[src/sv/lcdns_pkg.sv]
// ----------------------------------------------------------------------------
// lcdns_pkg
// Shared types, codes and the power-up sequence table of the character LCD
// nibble sequencer.
// ----------------------------------------------------------------------------
package lcdns_pkg;

  // Command codes
  localparam logic [2:0] ACT_INIT   = 3'd0;
  localparam logic [2:0] ACT_CLEAR  = 3'd1;
  localparam logic [2:0] ACT_CURSOR = 3'd2;
  localparam logic [2:0] ACT_SHOWC  = 3'd3;
  localparam logic [2:0] ACT_BLINK  = 3'd4;
  localparam logic [2:0] ACT_PRINT  = 3'd5;

  // Instruction bytes
  localparam logic [7:0] CMD_CLEAR       = 8'b0000_0001;
  localparam logic [7:0] CMD_DISP_ON     = 8'b0000_1100;
  localparam logic [7:0] CTRL_CURSOR_BIT = 8'b0000_0010;
  localparam logic [7:0] CTRL_BLINK_BIT  = 8'b0000_0001;

  // Delays in milliseconds
  localparam logic [6:0] WAIT_LONG  = 7'd100;
  localparam logic [6:0] WAIT_PRINT = 7'd2;
  localparam logic [6:0] WAIT_NONE  = 7'd0;

  // Step counts: init emits twelve nibbles, a byte two
  localparam int         INIT_STEPS = 12;
  localparam int         STEP_W     = $clog2(INIT_STEPS);
  localparam logic [STEP_W-1:0] INIT_LAST = STEP_W'(INIT_STEPS - 1);
  localparam logic [STEP_W-1:0] BYTE_LAST = STEP_W'(1);

  // Command queue depth
  localparam int QUEUE_DEPTH = 2;
  localparam int QPTR_W      = $clog2(QUEUE_DEPTH);
  localparam int QCNT_W      = $clog2(QUEUE_DEPTH + 1);

  // Input command
  typedef struct packed {
    logic [2:0] action;
    logic [7:0] char_code;
    logic [5:0] column;
    logic       row;
    logic       enable_flag;
  } cmd_t;

  // Output nibble write
  typedef struct packed {
    logic [3:0] nibble;
    logic       data_select;
    logic [3:0] wait_before_ms;
    logic [6:0] wait_after_ms;
    logic       last;
  } nib_t;

  // Classified job passed from front to back
  typedef struct packed {
    logic       is_init;
    logic [7:0] byte_val;
    logic       data_select;
    logic [6:0] wait_after_ms;
  } job_t;

  // Power-up sequence: 3,3,3,2 then bytes 0x28, 0x0C, 0x01, 0x06
  function automatic nib_t init_nibble(input logic [STEP_W-1:0] idx);
    nib_t n;
    n = '0;
    unique case (idx)
      4'd0:  begin n.nibble = 4'h3; n.wait_before_ms = 4'd15; end
      4'd1:  begin n.nibble = 4'h3; n.wait_before_ms = 4'd5;  end
      4'd2:  begin n.nibble = 4'h3; n.wait_before_ms = 4'd1;  end
      4'd3:  begin n.nibble = 4'h2; n.wait_before_ms = 4'd1;  end
      4'd4:  n.nibble = 4'h2;
      4'd5:  n.nibble = 4'h8;
      4'd6:  begin n.nibble = 4'h0; n.wait_before_ms = 4'd1;  end
      4'd7:  n.nibble = 4'hC;
      4'd8:  begin n.nibble = 4'h0; n.wait_before_ms = 4'd1;  end
      4'd9:  n.nibble = 4'h1;
      4'd10: begin n.nibble = 4'h0; n.wait_before_ms = 4'd1;  end
      4'd11: begin n.nibble = 4'h6; n.last = 1'b1;            end
      default: n = '0;
    endcase
    return n;
  endfunction

endpackage

[src/sv/lcdns_front.sv]
// ----------------------------------------------------------------------------
// lcdns_front
// Accepts commands, keeps the display-control byte and turns each known command
// into one job for the back end; unknown commands produce no job.
// ----------------------------------------------------------------------------
module lcdns_front (
  input  logic            clk,
  input  logic            rst,
  input  logic            cmd_valid,
  output logic            cmd_stall,
  input  lcdns_pkg::cmd_t cmd,
  input  logic            q_full,
  output logic            q_push,
  output lcdns_pkg::job_t q_job
);
  import lcdns_pkg::*;

  logic [7:0] display_control;
  logic [7:0] display_control_next;
  logic [7:0] ctrl_bit;
  logic       job_ok;
  logic       accept;

  assign cmd_stall = q_full;
  assign accept    = cmd_valid && !q_full;
  assign ctrl_bit  = (cmd.action == ACT_SHOWC) ? CTRL_CURSOR_BIT : CTRL_BLINK_BIT;

  // Classify the command
  always_comb begin
    display_control_next = display_control;
    job_ok               = 1'b1;
    q_job                = '0;
    unique case (cmd.action)
      ACT_INIT: begin
        q_job.is_init        = 1'b1;
        display_control_next = CMD_DISP_ON;
      end
      ACT_CLEAR: begin
        q_job.byte_val      = CMD_CLEAR;
        q_job.wait_after_ms = WAIT_LONG;
      end
      ACT_CURSOR: begin
        q_job.byte_val      = {1'b1, cmd.row, cmd.column};
        q_job.wait_after_ms = WAIT_LONG;
      end
      ACT_SHOWC, ACT_BLINK: begin
        display_control_next = cmd.enable_flag ? (display_control | ctrl_bit)
                                               : (display_control & ~ctrl_bit);
        q_job.byte_val       = display_control_next;
        q_job.wait_after_ms  = WAIT_NONE;
      end
      ACT_PRINT: begin
        q_job.byte_val      = cmd.char_code;
        q_job.data_select   = 1'b1;
        q_job.wait_after_ms = WAIT_PRINT;
      end
      default: job_ok = 1'b0;
    endcase
  end

  // Drop unknown commands, queue the rest
  assign q_push = accept && job_ok;

  // Hold the display-control byte
  always_ff @(posedge clk) begin
    if (rst) begin
      display_control <= '0;
    end else if (accept) begin
      display_control <= display_control_next;
    end
  end

endmodule

[src/sv/lcdns_queue.sv]
// ----------------------------------------------------------------------------
// lcdns_queue
// Short job queue that decouples command intake from nibble output.
// ----------------------------------------------------------------------------
module lcdns_queue (
  input  logic            clk,
  input  logic            rst,
  input  logic            push,
  input  lcdns_pkg::job_t push_job,
  input  logic            pop,
  output lcdns_pkg::job_t head,
  output logic            full,
  output logic            empty
);
  import lcdns_pkg::*;

  job_t              slots [QUEUE_DEPTH];
  logic [QPTR_W-1:0] wr_ptr;
  logic [QPTR_W-1:0] rd_ptr;
  logic [QCNT_W-1:0] count;

  assign full  = (count == QCNT_W'(QUEUE_DEPTH));
  assign empty = (count == '0);
  assign head  = slots[rd_ptr];

  // Store pushed jobs
  always_ff @(posedge clk) begin
    if (push) begin
      slots[wr_ptr] <= push_job;
    end
  end

  // Advance pointers and count
  always_ff @(posedge clk) begin
    if (rst) begin
      wr_ptr <= '0;
      rd_ptr <= '0;
      count  <= '0;
    end else begin
      if (push) begin
        wr_ptr <= (wr_ptr == QPTR_W'(QUEUE_DEPTH - 1)) ? '0 : wr_ptr + 1'b1;
      end
      if (pop) begin
        rd_ptr <= (rd_ptr == QPTR_W'(QUEUE_DEPTH - 1)) ? '0 : rd_ptr + 1'b1;
      end
      case ({push, pop})
        2'b10:   count <= count + 1'b1;
        2'b01:   count <= count - 1'b1;
        default: count <= count;
      endcase
    end
  end

endmodule

[src/sv/lcdns_back.sv]
// ----------------------------------------------------------------------------
// lcdns_back
// Walks the job at the head of the queue and emits one nibble write per
// cycle into the output register, unless the output stalls or the queue is empty.
// ----------------------------------------------------------------------------
module lcdns_back (
  input  logic            clk,
  input  logic            rst,
  input  lcdns_pkg::job_t head,
  input  logic            empty,
  output logic            pop,
  output logic            nib_valid,
  input  logic            nib_stall,
  output lcdns_pkg::nib_t nib
);
  import lcdns_pkg::*;

  logic [STEP_W-1:0] step;
  logic              emit;
  logic              final_step;
  nib_t              nib_next;

  assign emit       = !empty && (!nib_valid || !nib_stall);
  assign final_step = head.is_init ? (step == INIT_LAST) : (step == BYTE_LAST);
  assign pop        = emit && final_step;

  // Build the nibble for the current step, high nibble first
  always_comb begin
    nib_next = '0;
    if (head.is_init) begin
      nib_next = init_nibble(step);
    end else if (step == '0) begin
      nib_next.nibble      = head.byte_val[7:4];
      nib_next.data_select = head.data_select;
    end else begin
      nib_next.nibble        = head.byte_val[3:0];
      nib_next.data_select   = head.data_select;
      nib_next.wait_after_ms = head.wait_after_ms;
      nib_next.last          = 1'b1;
    end
  end

  // Advance the step counter
  always_ff @(posedge clk) begin
    if (rst) begin
      step <= '0;
    end else if (emit) begin
      step <= final_step ? '0 : step + 1'b1;
    end
  end

  // Output register: load on transfer or when empty
  always_ff @(posedge clk) begin
    if (rst) begin
      nib_valid <= 1'b0;
    end else if (emit) begin
      nib_valid <= 1'b1;
    end else if (!nib_stall) begin
      nib_valid <= 1'b0;
    end
  end

  always_ff @(posedge clk) begin
    if (emit) begin
      nib <= nib_next;
    end
  end

endmodule

[src/sv/char_lcd_nibble_sequencer_core.sv]
// ----------------------------------------------------------------------------
// char_lcd_nibble_sequencer_core
// Character LCD command to 4-bit bus nibble sequencer.
// ----------------------------------------------------------------------------
// Takes one high-level LCD command per transfer and emits the nibble writes
// for a 4-bit HD44780-style bus, high nibble first, each tagged with register
// select, wait-before and wait-after delays and a last flag. Clear, set
// cursor, cursor/blink and print emit two nibbles; init emits twelve; actions
// 6 and 7 are accepted and dropped. The output port delivers one nibble per
// cycle while it is not stalled. A two-entry job queue sits between command
// intake and the nibble walker, so commands keep being accepted while earlier
// nibbles wait on a stalled output, until the queue fills. The cursor/blink
// state updates when the command is accepted.
// ----------------------------------------------------------------------------
module char_lcd_nibble_sequencer_core (
  input  logic            clk,
  input  logic            rst,
  input  logic            cmd_valid,
  output logic            cmd_stall,
  input  lcdns_pkg::cmd_t cmd,
  output logic            nib_valid,
  input  logic            nib_stall,
  output lcdns_pkg::nib_t nib
);
  import lcdns_pkg::*;

  job_t q_job;
  job_t q_head;
  logic q_push;
  logic q_pop;
  logic q_full;
  logic q_empty;

  lcdns_front u_front (
    .clk       (clk),
    .rst       (rst),
    .cmd_valid (cmd_valid),
    .cmd_stall (cmd_stall),
    .cmd       (cmd),
    .q_full    (q_full),
    .q_push    (q_push),
    .q_job     (q_job)
  );

  lcdns_queue u_queue (
    .clk      (clk),
    .rst      (rst),
    .push     (q_push),
    .push_job (q_job),
    .pop      (q_pop),
    .head     (q_head),
    .full     (q_full),
    .empty    (q_empty)
  );

  lcdns_back u_back (
    .clk       (clk),
    .rst       (rst),
    .head      (q_head),
    .empty     (q_empty),
    .pop       (q_pop),
    .nib_valid (nib_valid),
    .nib_stall (nib_stall),
    .nib       (nib)
  );

endmodule

[config.mk]
export PLATFORM = sky130hd
export DESIGN_NAME = char_lcd_nibble_sequencer_core
export DESIGN_NICKNAME = d
export VERILOG_FILES = /design/src/sv/lcdns_pkg.sv /design/src/sv/lcdns_front.sv /design/src/sv/lcdns_queue.sv /design/src/sv/lcdns_back.sv /design/src/sv/char_lcd_nibble_sequencer_core.sv
export SDC_FILE = /design/constraint.sdc
export NUM_CORES = 1
export LEC_CHECK = 0
export BUFFER_PORTS_ARGS = -buffer_cell sky130_fd_sc_hd__buf_2
export CAP_MARGIN = 20
export CORE_AREA = 2 2 78 80
export DETAILED_ROUTE_END_ITERATION = 10
export DIE_AREA = 0 0 80 82
export GPL_ROUTABILITY_DRIVEN = 0
export SLEW_MARGIN = 20
export SYNTH_ARGS = -nofsm -noshare
export SYNTH_HDL_FRONTEND = slang
export SYNTH_SLANG_ARGS = --single-unit
export TNS_END_PERCENT = 100
[constraint.sdc]
create_clock -name clk -period 4.14 [get_ports clk]
set_clock_uncertainty 0.1 [all_clocks]
set_input_delay 0.828 -clock clk [delete_from_list [all_inputs] [get_ports clk]]
set_output_delay 0.828 -clock clk [all_outputs]
set_load 0.03 [all_outputs]
# Yosys cells after proc, flatten, opt, wreduce, memory -nomap -nowiden

Memory sizes are Yosys's and may differ from the RTL's. A register that Yosys moved wholly into a read port is not among the register bits.
Cells that the tools add are included.

Output and inout bits: 19
Memories: 1
Input port bits: 23
Bits in registers: 34
RAM bits: 34
Logic and storage cells: 88

Multiplexer cells: 26
Eq/ne operators: 20
Reduce and logical (&&, ||, !) cells: 22
$add $sub $neg: 5
Bitwise gates (word level): 3

Memory list:

| memory        | depth | bits a word | rd ports | clocked after Yosys merged registers in | wr ports | RTL line          | source |
|---|---|---|---|---|---|---|---|
| u_queue.slots | 2     | 17          | 1        | 1                                       | 1        | lcdns_queue.sv:17 | `job_t slots [QUEUE_DEPTH];` |

Operator list:

| operator                                             | count |
|---|---|
| case mux 8 bit (4 select lines)                      | 1 |
| case mux 4 bit (6 select lines)                      | 1 |
| equality test 4 x 3 -> 1 bit (second input constant) | 4 |
| equality test 4 bit (second input constant)          | 4 |
| case mux 8 bit (2 select lines)                      | 1 |
| 2-to-1 mux 1 bit                                     | 15 |
| case mux 7 bit (2 select lines)                      | 1 |
| case mux 4 bit (3 select lines)                      | 1 |
| 2-to-1 mux 5 bit                                     | 2 |
| bitwise AND 8 bit                                    | 1 |
| equality test 4 x 2 -> 1 bit (second input constant) | 2 |
| 2-to-1 mux 8 bit                                     | 1 |
| NOT 8 bit                                            | 1 |
| bitwise OR 8 bit                                     | 1 |
| OR reduction 2 bit                                   | 4 |
| equality test 3 x 2 -> 1 bit (second input constant) | 2 |
| equality test 3 bit (second input constant)          | 2 |
| OR reduction 6 bit                                   | 1 |
| OR reduction 5 bit                                   | 1 |
| adder 4 x 1 -> 4 bit (second input constant)         | 1 |
| equality test 2 bit (second input constant)          | 2 |
| equality test 4 x 1 -> 1 bit (second input constant) | 1 |
| logical AND 1 bit                                    | 4 |
| zero test 1 bit                                      | 4 |
| other kinds (16)                                     | 18 |

# Longest topological paths before layout

Word-level depth: 6
Mapped depth: 9
Depth with buffers taken out: 9

# Modules after synthesis

Synthesis repeated with hierarchy kept, for this count alone.

Cell total of the unflattened synthesis: 223
Area total of the unflattened synthesis: 2909.0 um^2

Modules (own cells, without submodules):

| module      | area each (um^2) | times used | cells each | sequential area each (um^2) |
|---|---|---|---|---|
| lcdns_queue | 1427.6           | 1          | 75         | 1121.1 |
| lcdns_back  | 1063.5           | 1          | 94         | 580.6 |
| lcdns_front | 417.9            | 1          | 54         | 60.1 |

# Least setup slack after synthesis

No wires, ideal clock.

Path kind: input to register
From: input cmd[18] (netlist bit)
To: memory u_queue.slots[0][10] (netlist bit), enable pin
Slack: 1885 ps
Arrival: 1774 ps
Stages: 4
Data required time: 3660 ps
Setup time: 380 ps
Buffers on the path: 1
Cells stage by stage: clkbuf_1 -> nand2_1 -> nand3_1 -> nor2_1

Longest elaborated chain between the ends: 6
Elaborated cells between the ends (all ways): 11
Classes of those cells: eq/ne: 5; mux: 3; reduce/logical: 3

RTL lines:

| item                                                       | RTL line                             | source |
|---|---|---|
| start: declaration                                         | char_lcd_nibble_sequencer_core.sv:20 | `input lcdns_pkg::cmd_t cmd,` |
| equality test 3 x 1 -> 1 bit, or another cell as far along | lcdns_front.sv:33                    | `unique case (cmd.action)` |
| OR reduction 6 bit (no line) (*)                           | -                                    |  |
| 2-to-1 mux 1 bit (*)                                       | lcdns_front.sv:33                    |  |
| logical AND 1 bit (*)                                      | lcdns_front.sv:62                    | `assign q_push = accept && job_ok;` |
| 2-to-1 mux 1 bit (*)                                       | lcdns_queue.sv:28                    | `if (push) begin` |
| 2-to-1 mux 1 bit (not written as such) (*)                 | lcdns_queue.sv:29                    | `slots[wr_ptr] <= push_job;` |
| end: declaration                                           | lcdns_queue.sv:17                    |  |

Every way passes the cells marked *; elsewhere a longest branch is shown, timed or not.

==> impl_results.md <==
* H-tree levels at 2
* Layout cells sized above 1 at 0.237
* Post-synthesis mux area share at 0.0820
* Largest area contributor in the netlist: edfxtp_1
* Root Driver: clkbuf_8
* ANT cells at 0
* Placed inst area at approximately 2400 µm²
* Final cell count without fillers at approximately 290
* # DRC at 0
* Final hold slack at ~0.41 ns
* Switching power at about 350 µW
* Yosys reg bits at 48
* ANT nets after route at 0
* Synth Warn # at 0
* Netlist cell types at roughly 40
* Syn avg cell area at ~12 µm²
* Initial antenna violation count at 0
* Status: complete, no violations
* Dpl ws at ~1.3 ns
* Power Density at around 470 nW/µm²
* Final period utilization at 0.683
* Cell area after synthesis at ~2200 µm²
* Commonest non-fill, non-tap cell in the layout: buf_2
* Final Core Density at 0.444
* # nets final at between 200 and 250
* CP arrival at around 3.0 ns
* Clk Latency, worst-skew pair at approximately 0.29 ns
* Logic pwr share at 0.230
* Crit path max fanout at 15
* Worst-Margin Slew at 1.01 ns
* Final Critical Period at ~2.8 ns
* CTS max path bufs at 2
* Post-route setup TNS at 0 ns
* Die area at 6560 µm²
* Commonest cells after routing, fill and taps aside: 38 x buf_2, 35 x edfxtp_1, 26 x nor2_1
* Post-CTS Setup Bufs at 0
* Worst hold path class: flop to flop
* Number of synthesized flops with an enable pin at 35
* Leak at 0.988 nW
* I/O Buffers at 38
* Area contributors post-synth: edfxtp_1 47%, dfxtp_1 12%, nor2_1 4.4%, mux4_2 4.0%, ha_1 2.8%
* RSZ-0062 raised after global routing: false
* Final setup vio count at 0
* Crit Path Category: flop to flop
* Synthesis-to-layout area growth at 13.8%
* Die Width at approximately 80 µm
* GRT Residual Overflow at 0
* Post-synth top area share at 0.468
* Final hold vios at 0
* # resized after CTS at 0
* Routed len/inst at approximately 13 µm
* Worst vdd ir at 0.194 mV
* Sw frac at 0.292
* First-pass GRT wire length at about 6500 µm
* Final Cell Area at 2550 µm²
* Largest family of logic cells by synthesized area: simple AND/OR/NAND/NOR gates
* Vias at about 1.4k
* Number of vias per cell at approximately 5
* IO Pins at 42
* Post-synthesis simple-gate area fraction at 0.122
* Hpwl dp at around 2800 µm
* Std cell rows at 28
* Detailed Route WL at between 3000 and 4000 µm
* Final Max Slew Viols at 0
* Die height at about 82 µm
* Internal power at ~860 µW
* Seq pwr share at 0.500
* Post-synthesis xor/xnor area fraction at 0.0195
* Clock power share at 0.270
* Inst Count DP at about 290
* Largest net degree at the start of global routing at 16
* Element type at the critical path start: flop
* FILL cells at 563
* Reg clk slew, reported paths at about 0.080 ns
* First-pass DRT Iterations at 4
* Num CTS Buffers at 5
* CTS tree: yes
* Slew HR at 0.326
* Final setup margin at 1.31 ns
* Iteration-0 DRC Markers at 55
* Required time of the worst setup path at between 4 and 5 ns
* Initial Utilization at 0.390
* Synth async-reset ratio at 0
* Area fraction in compound gates after synthesis at 0.109
* TritonCTS Sinks at 48
* Total core area at approximately 5700 µm²
* Synth Flop Type: edfxtp_1
* Gr usage total at 0.130
* Final Power at ~1.2 mW
* Post-Synth Adder-Cell Area at 0.0279
* Hold_buf cts at 0
* Peak Freq at roughly 350 MHz
* Element type at the critical path end: flop
* MaxCap Viol Count at 0
* Vias in the first global route at 1,410
* Sequential element share of the synthesized area at 0.584
* Cells after Synth at 187
==> synth_stat cells, types with 2 or more instances <==
cell and number:
clkbuf_1 7, or3_1 2, xor2_1 2, xnor2_1 3, and3b_1 2, mux2i_1 6
and2_1 2, nor2b_1 4, a221o_1 4, dfxtp_1 13, nand3_1 4, a22o_1 3
inv_1 7, nand2_1 10, o21bai_1 2, buf_2 2, nor2_1 26, mux4_2 4
buf_4 6, o21ai_0 5, nor3b_1 3, edfxtp_1 35, a21oi_1 10, ha_1 5
a32o_1 2, nor3_1 2, nand2b_1 2
==> worst paths after layout <==
kind	endpoint	slack (ns)	from	cells after the start
worst max-delay path	u_queue.count[1]$_SDFFE_PP0P_	1.31	flop	6
worst min-delay path	u_front.display_control[1]$_SDFFE_PP0P_	0.41	u_front.display_control[1]$_SDFFE_PP0P_	2
worst max register to register	u_queue.count[1]$_SDFFE_PP0P_	1.31	flop	6
worst min register to register	u_front.display_control[1]$_SDFFE_PP0P_	0.41	u_front.display_control[1]$_SDFFE_PP0P_	2
==> area by class of cell <==
cell class | instances | area, µm² | area share
clock buffers | 5 | 68.8 | 0.0269
clock inverters | 3 | 42.5 | 0.0167
inverters | 7 | 26.3 | 0.0103
multi-input cells | 118 | 821 | 0.321
flip-flops and latches | 48 | 1310 | 0.513
well taps | 75 | 93.8 | 0.0367
repair buffers | 38 | 190 | 0.0745
==> power by group through the flow <==
stage          Clock (mW)  Sequential, mW  Combinational [mW]
3_3_place_gp            0           0.616               0.278
5_1_grt             0.360           0.612               0.308
3_5_place_dp            0           0.617               0.282
2_1_floorplan           0           0.660               0.174
4_1_cts             0.342           0.606               0.282
6_report            0.326           0.605               0.278
==> metal layers <==
metal | global-route usage | wire [µm] | vias up
li1 | - | - | 730
met5 | 0 | 0 | -
met2 | 0.217 | 1810 | 37
met4 | 0.0610 | 31 | 0
met3 | 0.0242 | 188 | 2
met1 | 0.165 | 1800 | 668
==> sequential cells by signal, indices dropped and copies added, names as in the netlist, named ones only <==
signal and count:
u_back.nib 11, u_back.nib_valid 1, u_back.step 4, u_front.display_control 3
u_queue.count 2, u_queue.rd_ptr 1, u_queue.slots 24, u_queue.wr_ptr 1
==> cells by family (layout without fill, tap and decap cells) <==
kind of cell | after synthesis | after routing
buf+inv | 23 | 53
fa+ha+maj | 5 | 5
other cells | 1 | 3
flops | 48 | 48
xor+xnor | 5 | 5
mux | 12 | 12
compound gates | 35 | 35
simple gates | 58 | 58
==> critical path: stages, from the launching register on <==
cell	delay (ns)
dfxtp_1	0.68
mux2i_4	0.55
mux2i_1	0.50
nor2_1	0.09
ha_1	0.34
or3_1	0.35
a21oi_1	0.16
Note: power is estimated with default switching activity, not from simulation.
